<file path="src/rtl/core/slab_pkg.sv">
package slab_pkg;

   localparam int PAGE_BYTES   = 4096;
   localparam int PAGE_SHIFT   = 12;
   localparam int NUM_FRAMES   = 16;
   localparam int FRAME_BITS   = 4;
   localparam int FREE_DEPTH   = 8192;
   localparam int ADDR_BITS    = 13;
   localparam int TOP_BITS     = 14;
   localparam int HEADER_BYTES = 32;
   localparam int GEO_BITS     = 13;
   localparam int SLOT_BITS    = 9;
   localparam int CNT_BITS     = 14;
   localparam int OWN_BITS     = 5;
   localparam int DIV_CNT_BITS = 4;

   typedef enum logic [1:0] {
      REQ_ALLOC   = 2'd0,
      REQ_FREE    = 2'd1,
      REQ_DESTROY = 2'd2,
      REQ_NONE    = 2'd3
   } req_kind_type;

   typedef enum logic [2:0] {
      ST_OK       = 3'd0,
      ST_INACTIVE = 3'd1,
      ST_NOFRAME  = 3'd2,
      ST_REJECT   = 3'd3,
      ST_REFUSED  = 3'd4
   } status_type;

   typedef enum logic [1:0] {
      CSR_ENABLE       = 2'd0,
      CSR_OBJECT_BYTES = 2'd1,
      CSR_ALIGN_BYTES  = 2'd2,
      CSR_POOL_BASE    = 2'd3
   } csr_index_type;

   typedef struct packed {
      logic       latch_req;
      logic       geo_start;
      logic       div_step;
      logic       geo_finish;
      logic       set_status;
      status_type status;
      logic       fill_init;
      logic       fill_step;
      logic       pop_read;
      logic       pop_finish;
      logic       push;
      logic       recl_init;
      logic       recl_step;
      logic       recl_finish;
      logic       drop_all;
   } slab_cmd_type;

   typedef struct packed {
      req_kind_type kind;
      logic         active;
      logic         top_empty;
      logic         can_fill;
      logic         free_ok;
      logic         live_zero;
      logic         recl_needed;
      logic         fill_last;
      logic         recl_done;
   } slab_stat_type;

endpackage

</file>
<file path="src/rtl/core/slab_ctrl.sv">
module slab_ctrl
   import slab_pkg::*;
(
   input  logic          clock,
   input  logic          reset,
   input  logic          start,
   output logic          busy,
   output logic          rsp_strobe,
   input  logic          csr_valid,
   output logic          csr_ready,
   input  logic [1:0]    csr_index,
   input  logic          csr_enable_bit,
   input  slab_stat_type stat,
   output slab_cmd_type  cmd
);

   typedef enum logic [3:0] {
      S_IDLE, S_GDIV, S_GEND, S_DECIDE, S_FILL, S_POP, S_POPWB, S_RCHK, S_RECL, S_RESP
   } state_type;

   state_type               state_ff, state_in;
   logic [DIV_CNT_BITS-1:0] div_cnt_ff, div_cnt_in;
   logic                    csr_fire;

   assign busy       = (state_ff != S_IDLE);
   assign csr_ready  = (state_ff == S_IDLE) && !start;
   assign rsp_strobe = (state_ff == S_RESP);
   assign csr_fire   = csr_valid && csr_ready;

   always_comb begin
      state_in   = state_ff;
      div_cnt_in = div_cnt_ff;
      cmd        = '0;
      cmd.status = ST_OK;
      case (state_ff)
         S_IDLE: begin
            if (csr_fire && csr_index == CSR_ENABLE && csr_enable_bit) begin
               cmd.geo_start = 1'b1;
               div_cnt_in    = '0;
               state_in      = S_GDIV;
            end else if (start) begin
               cmd.latch_req = 1'b1;
               state_in      = S_DECIDE;
            end
         end
         S_GDIV: begin
            cmd.div_step = 1'b1;
            div_cnt_in   = div_cnt_ff + 1'b1;
            if (div_cnt_ff == DIV_CNT_BITS'(GEO_BITS - 1)) state_in = S_GEND;
         end
         S_GEND: begin
            cmd.geo_finish = 1'b1;
            state_in       = S_IDLE;
         end
         S_DECIDE: begin
            cmd.set_status = 1'b1;
            state_in       = S_RESP;
            if (stat.kind == REQ_NONE) begin
               cmd.status = ST_OK;
            end else if (!stat.active) begin
               cmd.status = ST_INACTIVE;
            end else begin
               case (stat.kind)
                  REQ_ALLOC: begin
                     if (!stat.top_empty) begin
                        cmd.set_status = 1'b0;
                        state_in       = S_POP;
                     end else if (stat.can_fill) begin
                        cmd.set_status = 1'b0;
                        cmd.fill_init  = 1'b1;
                        state_in       = S_FILL;
                     end else begin
                        cmd.status = ST_NOFRAME;
                     end
                  end
                  REQ_FREE: begin
                     if (stat.free_ok) begin
                        cmd.push   = 1'b1;
                        cmd.status = ST_OK;
                        state_in   = S_RCHK;
                     end else begin
                        cmd.status = ST_REJECT;
                     end
                  end
                  REQ_DESTROY: begin
                     if (stat.live_zero) begin
                        cmd.drop_all = 1'b1;
                        cmd.status   = ST_OK;
                     end else begin
                        cmd.status = ST_REFUSED;
                     end
                  end
                  default: cmd.status = ST_OK;
               endcase
            end
         end
         S_FILL: begin
            cmd.fill_step = 1'b1;
            if (stat.fill_last) state_in = S_POP;
         end
         S_POP: begin
            cmd.pop_read = 1'b1;
            state_in     = S_POPWB;
         end
         S_POPWB: begin
            cmd.pop_finish = 1'b1;
            cmd.set_status = 1'b1;
            cmd.status     = ST_OK;
            state_in       = S_RESP;
         end
         S_RCHK: begin
            if (stat.recl_needed) begin
               cmd.recl_init = 1'b1;
               state_in      = S_RECL;
            end else begin
               state_in = S_RESP;
            end
         end
         S_RECL: begin
            if (stat.recl_done) begin
               cmd.recl_finish = 1'b1;
               state_in        = S_RESP;
            end else begin
               cmd.recl_step = 1'b1;
            end
         end
         S_RESP: state_in = S_IDLE;
         default: state_in = S_IDLE;
      endcase
   end

   always_ff @(posedge clock) begin
      if (reset) begin
         state_ff   <= S_IDLE;
         div_cnt_ff <= '0;
      end else begin
         state_ff   <= state_in;
         div_cnt_ff <= div_cnt_in;
      end
   end

   a_strobe_then_idle: assert property (@(posedge clock) disable iff (reset)
      rsp_strobe |=> !busy) else $error("strobe not followed by idle");
   a_no_start_when_busy: assert property (@(posedge clock) disable iff (reset)
      busy |-> !cmd.latch_req) else $error("request latched while busy");
   a_div_bounded: assert property (@(posedge clock) disable iff (reset)
      (state_ff == S_GDIV) |-> (div_cnt_ff < DIV_CNT_BITS'(GEO_BITS)))
      else $error("divider overran");

endmodule

</file>
<file path="config.mk">
export PLATFORM = sky130hd
export DESIGN_NAME = slab_ctrl
export DESIGN_NICKNAME = d
export VERILOG_FILES = /design/src/rtl/core/slab_pkg.sv /design/src/rtl/core/slab_ctrl.sv
export SDC_FILE = /design/constraint.sdc
export NUM_CORES = 1
export LEC_CHECK = 0
export BUFFER_PORTS_ARGS = -buffer_cell sky130_fd_sc_hd__buf_2
export CAP_MARGIN = 20
export CORE_UTILIZATION = 35
export DETAILED_ROUTE_END_ITERATION = 7
export PLACE_DENSITY = 0.67
export SLEW_MARGIN = 40
export SYNTH_ARGS = -nofsm -noshare
export SYNTH_HDL_FRONTEND = slang
export SYNTH_SLANG_ARGS = --single-unit
</file>
<file path="constraint.sdc">
create_clock -name clock -period 3.6 [get_ports clock]
set_input_delay 0.18 -clock clock [delete_from_list [all_inputs] [get_ports clock]]
set_output_delay 0.18 -clock clock [all_outputs]
set_load 0.02 [all_outputs]
</file>
# == Word-level counts from Yosys, hierarchy flattened ==
# Index checks and enable logic that the tools add are counted.
# Widths: inputs -> output; s select.
# classes
n_eq_ne,18
reduce_logical,12
muxes,57
n_addsub,1
# op_table
operator,n
$mux 4,11
$mux 1,33
$pmux 4 s8,1
$pmux 4 s2,3
$eq 4x3->1 const B,4
$eq 4x4->1 const B,3
$mux 3,4
$pmux 3 s3,1
$eq 4x2->1 const B,2
$mux 2,4
$ne 2x2->1 const B,3
$add 4x1->4 const B,1
$eq 2x2->1 const B,2
$eq 4x1->1 const B,1
$logic_and 1x1->1,4
$logic_not 2->1,2
$logic_not 4->1,1
$reduce_and 4->1,1
$reduce_bool 4->1,1
$ne 3x2->1 const B,1
$eq 2x1->1 const B,1
$ne 2x1->1 const B,1
$reduce_and 2->1,1
$reduce_bool 2->1,1
$logic_not 1->1,1
# word_totals
in_bits,17
word_cells,90
regBits,8
output_inout_bits,20

# == Depth between registers and ports, before layout ==
# depth
word_depth,7
ltp_mapped,7
depth_no_buf,6

# == Worst setup path after synthesis ==
# Ideal clock, no wire load.
# synth_timing
path_kind,flip-flop to output port
startpoint,register state_ff[3]
endpoint,output cmd[12] (netlist bit)
arrival_ns,1.388
required_ns,3.420
setup_slack_ns,2.032
path_buffers,2
stages_incl_launch_ff,5
path_cell_list,dfxtp_1 > buf_6 > buf_2 > nor3_1 > or2_2
# synth_rtl
item,line,text
from (decl),slab_ctrl.sv:21,"state_type state_ff, state_in;"
from (signal assigned),slab_ctrl.sv:137,state_ff <= state_in;
to (decl),slab_ctrl.sv:14,output slab_cmd_type cmd

==> impl_metrics.ini <==
[clock_network]
clockBufferDepth = 2
cts_sinks = 8
clkTransAtPathRegs_ns = 0.06
cts_buffers = 3
cts-root-buf = clkbuf_4
postCtsHoldBufs = 0
ctsResizeCount = 0
clock_latency_ns = 0.26
tritoncts = done
htree_levels = 1
cts_setup_buffers = 0

[routing]
drt_iter0_drc = 13
viasPerCell = 5.11
num_vias = 812
post-route-drc-count = 0
dr.pass1.iters = 4
antenna_left = 0
routed_wl_mm = 1.69
wl_per_cell_um = 10.7

[critical_path]
path_max_fanout = 19
critPathRequiredTime_ns = 3.42
critPathTopFamily = flip-flops
rr_startpoint = state_ff[3]
arrival_ns = 1.77
r2r_cells = 4
cp_cell_sequence = nand4bb_1 -> a21oi_1 -> or2_2 -> buf_2
end_kind = primary output
rrSetupSlack_ns = 2.05
cp_slowest_cell = dfxtp_1
worstSetupPathType = reg -> out
critPathMaxStageDelay_ns = 0.69
critPathLaunchType = flop
critical_path_buf_inv_count = 1
timing.rr.end = state_ff[3]

[timing]
worst_slack_ns = 1.65
hold_slack_ns = 0.202
final.period_utilization_pct = 54.1
finalHoldViolCount = 0
tns_ns = 0
max_slew_margin_pct = 60.6
worstMarginPinSlew_ns = 0.590
skew_ns = 0.00805
fin_crit_ns = 1.95
finalSetupViolCount = 0
rsz0062_at_grt = false
slew_viol_final = 0
fmax_mhz = 514

[synthesis]
synth_mux_area_share_pct = 1.49
synth_simple_gate_area_share_pct = 44.8
synth_cell_types = 43
async_reset_ff_share_pct = 0
synthTopCellsByArea = dfxtp_1 21%, nor2_1 6.0%, nand2b_1 5.0%
netlist_instances = 99
yosys_warnings = 0
synthXorXnorAreaFrac_pct = 1.16
synthFlopType = dfxtp_1
synth_top_family_by_area = simple AND/OR/NAND/NOR gates
synth_compound_area_share_pct = 18.2
synth_common_cells = 12 x nor2_1, 8 x dfxtp_1, 8 x nand2_1
yosys_register_bits = 8
syn-num-nets = 118
synth_adder_area_share_pct = 3.32
synth_top_area_share_pct = 21.2
synth_seq_area_share_pct = 21.2
yosysMostFrequentCell = nor2_1
postSynthAreaPerCell_um2 = 7.62
syn_area_um2 = 754
synth-edff-count = 0
yosysTopAreaCell = dfxtp_1

[die]
die_area_um2 = 2350
start_util_pct = 37.7
die_y_um = 48.4
core_um2 = 2000
io_pins = 37
die_w_um = 48.4
placementRows = 16

[cells_and_area]
fin_cells = 159
fillers = 222
antenna_cells = 0
post-route-util_pct = 47.0
drive_gt1_share_pct = 36.4
syn2layout_area_growth_pct = 24.7
finalInstanceArea_um2 = 941
nets = 153

[min_path]
hold_path_class = in -> reg
worstHoldStart = reset
holdPathStages = 2
min_to = div_cnt_ff[0]

[global_routing]
grt_usage_pct = 15.0
grt_pass1_vias = 699
met1_usage_pct = 19.1
use_met2_pct = 24.6
gr-total-overflow = 0
met3_usage_pct = 1.57
grt.busiest_layer = met2
grt_max_degree = 20
antenna_found_initial = 0
grt_pass1_wl_mm = 2.85

[placement]
dpl-instance-area_um2 = 918
gp_congestion = 0.709
place_ws_ns = 1.91
numPortBuffers = 36
dp.cells = 156
dpl.hpwl_mm = 1.35

[pwr]
vdd_drop_max_mv = 0.364
leakagePower_nw = 0.440
total_power_mw = 0.498
p_per_area_nw_per_um2 = 529

[status]
status = completed

[job]
drv_cap = 0
==> worst register-to-register path: stages, from the launching register on <==
cell and delay [ns]:
dfxtp_1 0.69, nand4bb_1 0.31, a21oi_1 0.08, a221oi_1 0.30
nor2_1 0.06
==> where the power goes <==
group / total [mW] / leakage, nW / internal [mW] / switching (mW)
combinational: 0.273 / 0.362 / 0.117 / 0.156
clock: 0.0709 / 0.0138 / 0.0383 / 0.0326
sequential: 0.154 / 0.0651 / 0.106 / 0.0476
total: 0.498 / 0.440 / 0.262 / 0.236
==> flip-flops by register name, indices dropped and copies added (netlist names) <==
signal	flops
div_cnt_ff	4
state_ff	4
==> area by class of cell <==
cell class | count | area, µm² | area share, %
clock buffers | 3 | 22.5 | 2.39
inverters | 6 | 23.8 | 2.53
multi-input cells | 79 | 520 | 55.3
flip-flops and latches | 8 | 160 | 17.0
well taps | 27 | 33.8 | 3.59
repair buffers | 36 | 180 | 19.1
==> worst max path at each step <==
stage / slack [ns] / start / cells after the start / endpoint
2_1_floorplan: 2.03 / state_ff[3] / 4 / cmd[12]
3_3_place_gp: 1.96 / state_ff[3] / 4 / cmd[12]
3_5_place_dp: 1.91 / state_ff[3] / 4 / cmd[12]
4_1_cts: 1.63 / state_ff[3] / 4 / cmd[12]
5_1_grt: 1.52 / state_ff[3] / 4 / cmd[12]
6_report: 1.65 / state_ff[3] / 4 / cmd[12]
==> placed cells by master, fill, tap and decap left out, types with 3 or more instances in the layout <==
master,count
buf_2,36
nor3_1,5
dfxtp_1,8
nand3b_1,3
nor2_1,12
nand3_1,5
nand2b_1,6
inv_1,4
a21oi_1,6
nand2_1,8
clkbuf_4,3
==> routing by layer <==
layer	share of wire (%)	vias up
met5	0	-
met4	1.1	0
met3	5.8	2
met2	46	31
met1	47	358
li1	-	421
==> logic make-up (layout without fill, tap and decap cells) <==
| logic type | Yosys count | count (layout) |
|---|---|---|
| multiplexers | 1 | 1 |
| XOR/XNOR | 1 | 1 |
| buffers and inverters | 12 | 45 |
| AND/OR/NAND/NOR | 56 | 56 |
| flip-flops | 8 | 8 |
| AO/OA/AOI/OAI | 19 | 19 |
| adder cells (fa/ha/maj) | 2 | 2 |
Power figures use the tool's default switching activity.
